### src/rtl/cbsr_pkg.sv
`timescale 1ns / 1ps
// ----------------------------------------------------------------------------
// cbsr_pkg
// Shared types and constants of the cubic B-spline line resampler.
// ----------------------------------------------------------------------------
package cbsr_pkg;

	localparam int LineMax     = 4096;
	localparam int PosFracBits = 16;
	localparam int SampleBits  = 15;
	localparam int SampleFrac  = 4;
	localparam int TBits       = 12;
	localparam int MaxResults  = 51;
	localparam int LenW        = 13;
	localparam int StepW       = 21;
	localparam int PosW        = 29;
	localparam int CntW        = 6;
	localparam int QDepth      = 2;

	localparam logic [1:0] REG_SRC_LEN  = 2'd0;
	localparam logic [1:0] REG_OUT_LEN  = 2'd1;
	localparam logic [1:0] REG_STEP     = 2'd2;

	// One output job handed from the front to the back.
	typedef struct packed {
		logic [TBits-1:0]      t;
		logic signed [SampleBits-1:0] s0;
		logic signed [SampleBits-1:0] s1;
		logic signed [SampleBits-1:0] s2;
		logic signed [SampleBits-1:0] s3;
		logic                  run_last;
		logic                  line_done;
	} job_t;

	typedef enum logic [1:0] {
		FR_IDLE,
		FR_EMIT
	} front_state_t;

	typedef struct packed {
		logic [7:0] pixel;
		logic       run_last;
		logic       line_done;
	} res_t;

endpackage

### src/rtl/cbsr_queue.sv
`timescale 1ns / 1ps
// ----------------------------------------------------------------------------
// cbsr_queue
// Two-entry job queue between the front and the back.
// ----------------------------------------------------------------------------
module cbsr_queue (
	input  logic           clk,
	input  logic           arst_n,
	input  logic           wr_valid,
	output logic           wr_ready,
	input  cbsr_pkg::job_t wr_data,
	output logic           rd_valid,
	input  logic           rd_ready,
	output cbsr_pkg::job_t rd_data
);
	import cbsr_pkg::*;

	job_t       mem_q [QDepth];
	logic       wp_q, rp_q;
	logic [1:0] cnt_q;
	logic       wr, rd;

	assign wr_ready = cnt_q != 2'd2;
	assign rd_valid = cnt_q != 2'd0;
	assign rd_data  = mem_q[rp_q];
	assign wr       = wr_valid && wr_ready;
	assign rd       = rd_valid && rd_ready;

	always_ff @(posedge clk) begin
		if (wr) mem_q[wp_q] <= wr_data;
	end

	always_ff @(posedge clk or negedge arst_n) begin
		if (!arst_n) begin
			wp_q  <= 1'b0;
			rp_q  <= 1'b0;
			cnt_q <= '0;
		end else begin
			if (wr) wp_q <= !wp_q;
			if (rd) rp_q <= !rp_q;
			cnt_q <= cnt_q + {1'b0, wr} - {1'b0, rd};
		end
	end

	a_cnt_ok: assert property (@(posedge clk) disable iff (!arst_n)
		cnt_q <= 2'd2) else $error("queue count out of range");
	a_ptr: assert property (@(posedge clk) disable iff (!arst_n)
		(cnt_q == 2'd0 || cnt_q == 2'd2) |-> wp_q == rp_q) else $error("pointer skew");
	a_ptr1: assert property (@(posedge clk) disable iff (!arst_n)
		cnt_q == 2'd1 |-> wp_q != rp_q) else $error("pointer skew");

endmodule

### config.mk
export PLATFORM = sky130hd
export DESIGN_NAME = cbsr_queue
export DESIGN_NICKNAME = d
export VERILOG_FILES = /design/src/rtl/cbsr_pkg.sv /design/src/rtl/cbsr_queue.sv
export SDC_FILE = /design/constraint.sdc
export NUM_CORES = 1
export LEC_CHECK = 0
export BUFFER_PORTS_ARGS = -buffer_cell sky130_fd_sc_hd__buf_2
export CAP_MARGIN = 20
export CORE_UTILIZATION = 56
export CTS_CLUSTER_SIZE = 16
export DETAILED_ROUTE_END_ITERATION = 8
export PLACE_DENSITY = 0.85
export SLEW_MARGIN = 10
export SYNTH_ARGS = -nofsm -noshare
export SYNTH_HDL_FRONTEND = slang
export SYNTH_SLANG_ARGS = --single-unit
### constraint.sdc
create_clock -name clk -period 7.69 [get_ports clk]
set_input_delay 1.538 -clock clk [delete_from_list [all_inputs] [get_ports clk]]
set_output_delay 1.538 -clock clk [all_outputs]
set_load 0.05 [all_outputs]
==> flow_results.org <==
** Detailed routing
- After detailed routing, the average wire length per cell comes to 16.6 um.
- Total via count after detailed routing :: 2850
- For this run, the detailed router's first-pass iteration total came to 4.
- Post-Route WL :: 9340 um
- Once detail routing completed, the nets flagged for antenna violations numbered 0.
- After detailed routing, the number of vias per cell comes to 5.06.
- The detailed router finished its first iteration with 60 violations.
- Remaining routing DRC violations :: 0

** Clocking
- After clock tree synthesis, the clock-pin slew on the worst setup and hold paths is 60 ps.
- Clock tree from TritonCTS :: built
- Post-CTS Setup Repair Bufs :: 0
- Total clock buffers created by CTS :: 17
- Buffers inserted to repair hold after CTS numbered 0.
- Clock sink count :: 152
- The clock reaches the later pin of the worst-skew pair after 500 ps.
- Clock Root Buffer :: clkbuf_8
- The H-tree was split into 4 levels.
- Post-CTS resize count :: 0
- Clk buf depth :: 2

** Pwr
- Combinational share of power :: 37.1%
- Cell internal power was estimated by the tool at 2000 uW.
- Static Leak :: 0.00266 uW
- The analysis attributes to net switching a power of 1300 uW.
- Power density normalized to cell area :: 468 nW/um2
- VDD sags by at most 0.258 mV.
- Of the total power, registers draw 38.1%.
- Proportion of power drawn by the clock network :: 24.8%
- Net switching is 39.4% of the power.

** Layout
- Number of standard cells in the final layout excluding fillers :: 563
- Layout cells sized above 1 :: 61.2%
- The multi-input combinational cells in the finished layout cover a total of 967 um2.
- Most common library cell in the layout ignoring fill and taps :: buf_2
- After filler insertion, the fill cell instance count of the layout stands at 658.
- Antenna diode count :: 0
- In the layout the commonest cells are 153 x buf_2, 148 x edfxtp_1, 74 x mux2_2.
- Synthesis-to-layout area growth :: 26.6%
- Seq. cell area :: 4550 um2
- Final net count :: 496

** Worst setup path
- Register-to-Register Setup Slack :: 5250 ps
- The worst setup path is captured at an output port.
- In this run the worst path has a maximum fanout of 75.
- Among all stages on the critical path, the largest delay is contributed by dfrtp_4.
- The critical path goes through mux2_2 > buf_2.
- In this run the critical register-to-register path is launched from cnt_q[0].
- Delay of the slowest cell on the worst path :: 1060 ps
- Kind of start point of the critical path :: flip-flop
- Type of the worst setup path :: reg2out
- STA puts the critical path data arrival time at 2270 ps.
- Logic depth of the worst register-to-register path :: 4
- The worst register-to-register path ends at mem_q[0][27].
- Required time reported for the critical path endpoint :: 6150 ps

** Hold path
- Worst hold path type :: reg2reg
- Cell depth of the worst min-delay path :: 1
- In this run the most critical hold path is launched from wp_q.
- The worst hold path terminates at wp_q.

** Yosys
- Mapped Avg Cell Area :: 22.1 um2
- The number of nets handed over by synthesis was 331.
- Synthesis produced 252 cells.
- After synthesis, flip-flops and latches occupy 81.5% of the total area.
- The top cell type by area accounts for 79.7% of the synthesized area.
- Number of unique standard cell types used by synthesis :: 19
- Count of state elements after synthesis :: 152
- Cell type with the highest aggregate area in the netlist :: edfxtp_1
- Syn. warnings :: 0
- Cell area after synthesis :: 5570 um2
- Top cells by area, synth :: edfxtp_1 80%, mux2_2 15%, dfrtp_1 1.8%

** Run status
- Status :: completed

** Placement
- PortBufs :: 153
- Pre-CTS setup slack :: 4120 ps
- Routability-driven placement finished with a final weighted congestion of 0.657.
- After detailed placement, the design holds a cell count of 531.
- Post-DP HPWL :: 5760 um

** STA
- Dividing the final minimum period by the clock period gives 49.5%.
- Timing would allow up to 0.263 GHz.
- Setup repair after global routing left no endpoint under its margin.
- The number of max-slew violations in the final report is 0.
- Setup violations remaining at the end of the flow were counted as 0.
- The smallest clock period supported by the final layout is computed as 3810 ps.
- Between clock sinks in the finished design, the worst skew comes to 3.79 ps.
- Headroom to the max-slew limit came out at 32.5%.
- The final hold violation count came to 0.
- Post-layout worst setup margin :: 3880 ps
- Slew at the pin closest to its max-slew limit :: 1010 ps
- Summed over all failing endpoints, the final setup total negative slack is 0 ps.

** Floorplan
- Effective utilization at floorplan :: 57.3%
- Standard-cell row count :: 36
- Die boundary width :: 102 um
- The region available for standard cell placement spans 9730 um2.
- Measured along the y axis, the die boundary spans 102 um.
- During I/O placement, the number of pins put on the boundary was 154.
- Full die area :: 10400 um2

** GRT
- For this run, the total global-route usage over all layers was measured as 18.3%.
- The first global-routing pass estimated 13400 um of wire.
- Leftover overflow at the end of global routing :: 0
- Antenna violations before repair :: 0
- Via count of the first global-routing pass :: 2861
- Largest net degree at the start of global routing :: 76

** Job
- The tool flagged a number of max-cap violations equal to 0.
## state kept, by name, summed over array words and instances (netlist names)
name and count:
cnt_q 2, mem_q 148, rp_q 1, wp_q 1
## how the worst max path moves through the flow
stage | start | end | cells after the start
finish | rp_q | rd_data[31] | 2
detailed placement | wr_valid | mem_q[0][28] | 4
floorplan | wr_valid | mem_q[0][0] | 2
global route | rp_q | rd_data[15] | 2
global placement | wr_valid | mem_q[0][29] | 4
CTS | rp_q | rd_data[32] | 2
## critical path, delay by kind of cell (launching register included)
family	cells	cell delay, ps
buf+inv	1	220
flops	1	1060
mux	1	420
## per-stage QoR
| stage | hold WS, ps | total power (uW) | utilization (%) | instance area (um2) |
|---|---|---|---|---|
| 2_1_floorplan | 460 | 2270 | - | 5570 |
| 3_3_place_gp | 541 | 2480 | 66.3 | 6450 |
| 5_1_grt | 587 | 3430 | 72.5 | 7050 |
| 4_1_cts | 560 | 3340 | 72.5 | 7050 |
| 6_report | 560 | 3300 | 72.5 | 7050 |
| 3_5_place_dp | 547 | 2510 | 66.3 | 6450 |
## cells by family after synthesis
family                   Yosys count  synth area share (%)
AO/OA/AOI/OAI                      3                 0.426
adder cells (fa/ha/maj)            1                 0.224
XOR/XNOR                           3                 0.471
AND/OR/NAND/NOR                   11                  1.08
multiplexers                      74                  14.9
flip-flops                       152                  81.5
buffers and inverters              8                  1.32
## routing by layer
metal	GRT usage (%)	share of wire, %	vias up
li1	-	-	1335
met4	9.25	0.97	0
met1	19.3	39	1399
met5	0	0	-
met3	6.76	7.1	9
met2	31.9	53	107
## cell type report
class | instances | share of cell area [%]
Clock buffer | 18 | 5.92
Tap cell | 133 | 2.36
Timing Repair Buffer | 154 | 11.0
Clock inverter | 14 | 2.57
Sequential cell | 152 | 64.5
Multi-Input combinational cell | 92 | 13.7
## Yosys cell counts, drive strengths merged
master,number
a311oi,1
and3,1
buf,8
dfrtp,4
edfxtp,148
ha,1
mux2,74
nand2,2
nand2b,1
nand3,1
nor2,3
nor2b,1
nor4bb,1
o21ai,1
o21ba,1
or2,1
xnor2,3
## power groups by stage
stage          logic [uW]  registers, uW  clock network [uW]
3_3_place_gp         1220           1260                   0
5_1_grt              1280           1280                 866
3_5_place_dp         1230           1280                   0
4_1_cts              1240           1260                 837
6_report             1220           1260                 820
2_1_floorplan        1070           1190                   0
No activity file was read; power rests on OpenSTA's default activity.
