--- src/rtl/cbsr_pkg.sv ---
`timescale 1ns / 1ps
// ----------------------------------------------------------------------------
// cbsr_pkg
// Shared types and constants of the cubic B-spline line resampler.
// ----------------------------------------------------------------------------
package cbsr_pkg;

	localparam int LineMax     = 4096;
	localparam int PosFracBits = 16;
	localparam int SampleBits  = 15;
	localparam int SampleFrac  = 4;
	localparam int TBits       = 12;
	localparam int MaxResults  = 51;
	localparam int LenW        = 13;
	localparam int StepW       = 21;
	localparam int PosW        = 29;
	localparam int CntW        = 6;
	localparam int QDepth      = 2;

	localparam logic [1:0] REG_SRC_LEN  = 2'd0;
	localparam logic [1:0] REG_OUT_LEN  = 2'd1;
	localparam logic [1:0] REG_STEP     = 2'd2;

	// One output job handed from the front to the back.
	typedef struct packed {
		logic [TBits-1:0]      t;
		logic signed [SampleBits-1:0] s0;
		logic signed [SampleBits-1:0] s1;
		logic signed [SampleBits-1:0] s2;
		logic signed [SampleBits-1:0] s3;
		logic                  run_last;
		logic                  line_done;
	} job_t;

	typedef enum logic [1:0] {
		FR_IDLE,
		FR_EMIT
	} front_state_t;

	typedef struct packed {
		logic [7:0] pixel;
		logic       run_last;
		logic       line_done;
	} res_t;

endpackage

--- src/rtl/cbsr_front.sv ---
`timescale 1ns / 1ps
// ----------------------------------------------------------------------------
// cbsr_front
// Accepts samples, keeps the window and position, and issues one job per
// output with the four mirrored neighbours and the fraction.
// ----------------------------------------------------------------------------
module cbsr_front (
	input  logic                             clk,
	input  logic                             arst_n,
	input  logic                             in_valid,
	output logic                             in_ready,
	input  logic signed [cbsr_pkg::SampleBits-1:0] sample,
	input  logic [cbsr_pkg::LenW-1:0]        src_len,
	input  logic [cbsr_pkg::LenW-1:0]        out_len,
	input  logic [cbsr_pkg::StepW-1:0]       step_eff,
	output logic                             job_valid,
	input  logic                             job_ready,
	output cbsr_pkg::job_t                   job
);
	import cbsr_pkg::*;

	localparam logic [PosW-1:0] PosMax = {PosW{1'b1}};

	front_state_t state_q, state_d;
	logic signed [SampleBits-1:0] win_q [4];
	logic [LenW-1:0] seen_q, done_q, s_q;
	logic [PosW-1:0] pos_q;
	logic [CntW-1:0] cnt_q;
	logic            last_q;

	logic [PosW-LenW-PosFracBits+LenW-1:0] n_full;
	logic [LenW-1:0] n, last_idx;
	logic            clamp, due, fin, more;
	logic [TBits-1:0] t;
	logic [PosW:0]   pos_sum;

	assign n_full   = pos_q[PosW-1:PosFracBits];
	assign last_idx = src_len - 1'b1;
	assign clamp    = n_full > {1'b0, last_idx};
	assign n        = clamp ? last_idx : n_full[LenW-1:0];
	assign t        = clamp ? '0 : pos_q[PosFracBits-1 -: TBits];
	assign due      = (done_q < out_len) && (cnt_q < CntW'(MaxResults))
		&& (last_q || ({1'b0, n} + 14'd2 <= {1'b0, s_q}));
	assign pos_sum  = {1'b0, pos_q} + (PosW+1)'(step_eff);

	// Mirrored neighbour index, then its place in the window.
	function automatic logic signed [SampleBits-1:0] pick(
		input logic [LenW-1:0] base, input logic [1:0] k,
		input logic [LenW-1:0] lst, input logic [LenW-1:0] s,
		input logic signed [SampleBits-1:0] w0, input logic signed [SampleBits-1:0] w1,
		input logic signed [SampleBits-1:0] w2, input logic signed [SampleBits-1:0] w3);
		logic signed [LenW+2:0] i;
		logic signed [LenW+2:0] d;
		i = $signed({3'b0, base}) - (LenW+3)'(1) + $signed({14'b0, k});
		if (i < 0) i = -i;
		if (i > $signed({3'b0, lst})) i = $signed({2'b0, lst, 1'b0}) - i;
		if (i < 0) i = 0;
		d = $signed({3'b0, s}) - i;
		if (d <= 0) return w0;
		else if (d == 1) return w1;
		else if (d == 2) return w2;
		else return w3;
	endfunction

	always_comb begin
		state_d = state_q;
		unique case (state_q)
			FR_IDLE: if (in_valid) state_d = FR_EMIT;
			FR_EMIT: if (!due || job_ready) begin
				if (!due || !more) state_d = FR_IDLE;
			end
			default: state_d = FR_IDLE;
		endcase
	end

	// Whether another output follows the one on offer.
	always_comb begin
		logic [LenW-1:0] nd;
		logic [PosW-1:0] np;
		logic [PosW-PosFracBits-1:0] nn;
		nd = done_q + 1'b1;
		np = pos_sum > {1'b0, PosMax} ? PosMax : pos_sum[PosW-1:0];
		nn = np[PosW-1:PosFracBits];
		more = (nd < out_len) && (cnt_q + 1'b1 < CntW'(MaxResults))
			&& (last_q || ({1'b0, nn} + 14'd2 <= {1'b0, s_q}));
		fin = (nd == out_len) || (last_q && !more);
	end

	assign in_ready  = (state_q == FR_IDLE);
	assign job_valid = (state_q == FR_EMIT) && due;
	assign job.t     = t;
	assign job.s0    = pick(n, 2'd0, last_idx, s_q, win_q[0], win_q[1], win_q[2], win_q[3]);
	assign job.s1    = pick(n, 2'd1, last_idx, s_q, win_q[0], win_q[1], win_q[2], win_q[3]);
	assign job.s2    = pick(n, 2'd2, last_idx, s_q, win_q[0], win_q[1], win_q[2], win_q[3]);
	assign job.s3    = pick(n, 2'd3, last_idx, s_q, win_q[0], win_q[1], win_q[2], win_q[3]);
	assign job.run_last  = !more;
	assign job.line_done = fin;

	always_ff @(posedge clk or negedge arst_n) begin
		if (!arst_n) begin
			state_q <= FR_IDLE;
			seen_q  <= '0;
			done_q  <= '0;
			pos_q   <= '0;
			cnt_q   <= '0;
			last_q  <= 1'b0;
			s_q     <= '0;
			for (int k = 0; k < 4; k++) win_q[k] <= '0;
		end else begin
			state_q <= state_d;
			if (state_q == FR_IDLE && in_valid) begin
				win_q[0] <= sample;
				win_q[1] <= win_q[0];
				win_q[2] <= win_q[1];
				win_q[3] <= win_q[2];
				s_q      <= seen_q;
				last_q   <= seen_q >= last_idx;
				cnt_q    <= '0;
			end else if (job_valid && job_ready) begin
				cnt_q <= cnt_q + 1'b1;
			end
			// The end of the line clears the counters, even on the cycle of its last job.
			if (state_q == FR_EMIT && state_d == FR_IDLE && last_q) begin
				seen_q <= '0;
				done_q <= '0;
				pos_q  <= '0;
			end else begin
				if (job_valid && job_ready) begin
					done_q <= done_q + 1'b1;
					pos_q  <= pos_sum > {1'b0, PosMax} ? PosMax : pos_sum[PosW-1:0];
				end
				if (state_q == FR_EMIT && state_d == FR_IDLE) seen_q <= s_q + 1'b1;
			end
		end
	end

	a_no_job_idle: assert property (@(posedge clk) disable iff (!arst_n)
		state_q == FR_IDLE |-> !job_valid) else $error("job while idle");
	a_cnt_bound: assert property (@(posedge clk) disable iff (!arst_n)
		cnt_q <= CntW'(MaxResults)) else $error("run too long");
	a_job_hold: assert property (@(posedge clk) disable iff (!arst_n)
		job_valid && !job_ready |=> job_valid) else $error("job dropped while stalled");

endmodule

--- config.mk ---
export PLATFORM = sky130hd
export DESIGN_NAME = cbsr_front
export DESIGN_NICKNAME = d
export VERILOG_FILES = /design/src/rtl/cbsr_pkg.sv /design/src/rtl/cbsr_front.sv
export SDC_FILE = /design/constraint.sdc
export NUM_CORES = 1
export LEC_CHECK = 0
export ABC_AREA = 1
export ABC_CLOCK_PERIOD_IN_PS = 13900
export BUFFER_PORTS_ARGS = -buffer_cell sky130_fd_sc_hd__buf_2
export CORE_MARGIN = 1
export CORE_UTILIZATION = 30
export DETAILED_ROUTE_END_ITERATION = 16
export PLACE_DENSITY_LB_ADDON = 0.3
export SLEW_MARGIN = 30
export SYNTH_ARGS = -nofsm -noshare
export SYNTH_HDL_FRONTEND = slang
export SYNTH_SLANG_ARGS = --single-unit
--- constraint.sdc ---
create_clock -name clk -period 13.9 [get_ports clk]
set_input_delay 0.695 -clock clk [delete_from_list [all_inputs] [get_ports clk]]
set_output_delay 0.695 -clock clk [all_outputs]
set_load 0.01 [all_outputs]
==> metrics.csv <==
stage,metric,value,unit
die,dieArea,70900,um2
clock_tree,clk_latency,0.47,ns
cells_and_area,area_growth,10.6,%
timing,worst_pin_slew,0.908,ns
die,dieHeight,266,um
clock_tree,cts_buffers,17,
timing,hold_ws,0.223,ns
critical_path,rr_endpoint,done_q[8],
drt,ant_nets,0,
logic_synthesis,seq_area_frac_synth,16.4,%
critical_path,cp_data_required_time,13.20,ns
min_path,min_path_type,in -> async,
logic_synthesis,synthTopCellsByCount,"924 x nand2_1, 412 x inv_1, 291 x nand3_1, 270 x nor2_1, 251 x ha_1",
grt,grt_use_total,21.4,%
cells_and_area,multiInputGateArea,15400,um2
drt,drc_errors,0,
clock_tree,clockBufferDepth,2,
timing,period_needed,12.86,ns
die,core,68800,um2
grt,grt_max_degree,85,
drt,drt-vias-per-instance,5.04,
logic_synthesis,syn-cell-area,21000,um2
critical_path,end_kind,output port,
logic_synthesis,synth_edf_count,0,
cells_and_area,fill_cells,7616,
logic_synthesis,ys_warn_count,0,
critical_path,cp_common_cell,nand2_1,
timing,fin_setup_tns,0,ns
clock_tree,hold_buffers,0,
timing,maxSlewViolCount,0,
critical_path,max_stage_delay,0.44,ns
logic_synthesis,synthTopCellsByArea,"nand2_1 17%, dfrtp_1 16%, ha_1 15%",
run,cap_violations,0,
logic_synthesis,async_reset_ff_share,100,%
die,io_pins,142,
drt,first_iter_violations,1612,
cells_and_area,diodes,0,
critical_path,arrival,12.16,ns
timing,final-setup-viol-count,0,
timing,fin_crit_sh,92.5,%
logic_synthesis,yosys.area.top_type,nand2_1,
logic_synthesis,synth-seq-cells,137,
logic_synthesis,synth_most_common_cell,nand2_1,
drt,drt_wl_total,75.6,mm
grt,grt_pass1_vias,21000,
critical_path,path_max_fanout,22,
timing,relSlewSlack,39.1,%
grt,grt_overflow,0,
place,port_buffers,141,
clock_tree,htree_levels,4,
timing,finalHoldViolCount,0,
die,rows,96,
logic_synthesis,yosys.cell_types.count,67,
logic_synthesis,synth_top_area_share,16.5,%
clock_tree,cts_root_buf,clkbuf_16,
grt,antenna_found_initial,2,
critical_path,cp-start-kind,input port,
critical_path,r2r-start,pos_q[2],
critical_path,rr_worst_depth,45,
logic_synthesis,synth_ff_type,dfrtp_1,
clock_tree,cts_tree,yes,
die,die_w,266,um
die,initial_utilization,30.5,%
critical_path,r2r_slack,5.67,ns
drt,firstDrtPassIters,5,
place,place_congestion,0.971,
timing,grt_setup_unrepaired,no,
timing,max_freq,77.8,MHz
place,dp_hpwl,59.6,mm
timing,fin_skew,0.0118,ns
critical_path,critical_path.startpoint,src_len[0],
critical_path,worst_path_max_delay_cell,nand4_2,
logic_synthesis,syn_nets,3657,
logic_synthesis,postSynthCellCount,3331,
clock_tree,cts.sinks,137,
logic_synthesis,avgSynthCellArea,6.29,um2
clock_tree,path_clk_slew,0.06,ns
critical_path,cp-endpoint,job[8],
drt,wl_per_cell,17.3,um
critical_path,crit_type,in -> out,
grt,grt_pass1_wl,118,mm
cells_and_area,regArea,3430,um2
cells_and_area,drive_gt1_share,11.2,%
drt,vias,22000,
status,status,"complete, no violations",
cells_and_area,final_nets,3755,
## critical path: cells and delay by family
family / cells / cell delay [ns]
AO/OA/AOI/OAI: 12 / 1.80
XOR/XNOR: 2 / 0.46
adder cells (fa/ha/maj): 5 / 1.59
buffers and inverters: 15 / 2.53
AND/OR/NAND/NOR: 36 / 5.07
## logic make-up after synthesis
| kind of cell | share of synthesized area (%) |
|---|---|
| adders and majority gates | 15.8 |
| other | 0.0358 |
| DFF | 16.4 |
| buffers and inverters | 10.2 |
| xor gates and xnor gates | 6.22 |
| AOI/OAI and AO/OA | 14.8 |
| and+or+nand+nor | 36.6 |
## through the flow
step | utilization, % | instances | worst slack, ns | instance area (um2)
after CTS | 33.7 | 4373 | 1.02 | 23200
after global routing | 33.7 | 4373 | 0.0331 | 23200
final | 33.7 | 4373 | 1.04 | 23200
after detailed placement | 32.8 | 4341 | 1.07 | 22600
after global placement | 32.8 | 4341 | 1.13 | 22600
after floorplan | - | 3331 | 2.91 | 21000
## flip-flops by register name, summed over array words and instances (netlist names)
name	cells
win_q	60
pos_q	29
done_q	13
s_q	13
seen_q	13
cnt_q	6
state_q	2
last_q	1
## how the worst min path moves through the flow
stage	start	endpoint	slack, ns	depth (start not counted)
detailed placement	seen_q[8]	s_q[8]	0.51	2
floorplan	arst_n	cnt_q[0]	0.40	0
global placement	seen_q[10]	seen_q[10]	0.47	2
finish	arst_n	win_q[24]	0.22	1
CTS	arst_n	win_q[24]	0.24	1
global route	arst_n	win_q[24]	0.27	1
## layout by cell type, fill, tap and decap left out, drive strengths merged, types with 3 or more instances in the layout
cell type    n
a41oi        4
a211oi       4
xor2        97
or2          9
buf        165
fa           9
nand3b       7
ha         251
nor4        12
clkinvlp     3
nor3        33
clkbuf      18
o21ai      221
nor2       305
a21oi      203
a31oi        9
xnor2       52
nand3      311
clkinv       6
o21a         3
o221ai       4
nand2      990
a21o        11
nand4       42
inv        446
o211ai      46
dfrtp      137
o21bai      18
## what timing repair did
action / CTS / global route
gates resized for setup: 0 / 1
endpoints found under the setup margin: 0 / 13
setup buffers: 0 / 0
## cell type report
| class | count | area share, % |
|---|---|---|
| multi-input cells | 2665 | 66.6 |
| well taps | 931 | 5.02 |
| clock buffers | 18 | 1.85 |
| inverters | 443 | 7.19 |
| flip-flops and latches | 137 | 14.8 |
| repair buffers | 165 | 3.85 |
| clock inverters | 14 | 0.702 |
## per-layer routing
metal	GRT usage [%]	vias to the layer above	wire, um
met3	3.07	139	4680
met4	8.09	4	2420
met1	27.7	10100	33500
li1	-	11100	-
met5	0	-	27
met2	35.7	656	35000
Power is not shown: default switching activity piles up to over one toggle a cycle in this logic, so the estimate is an artifact.
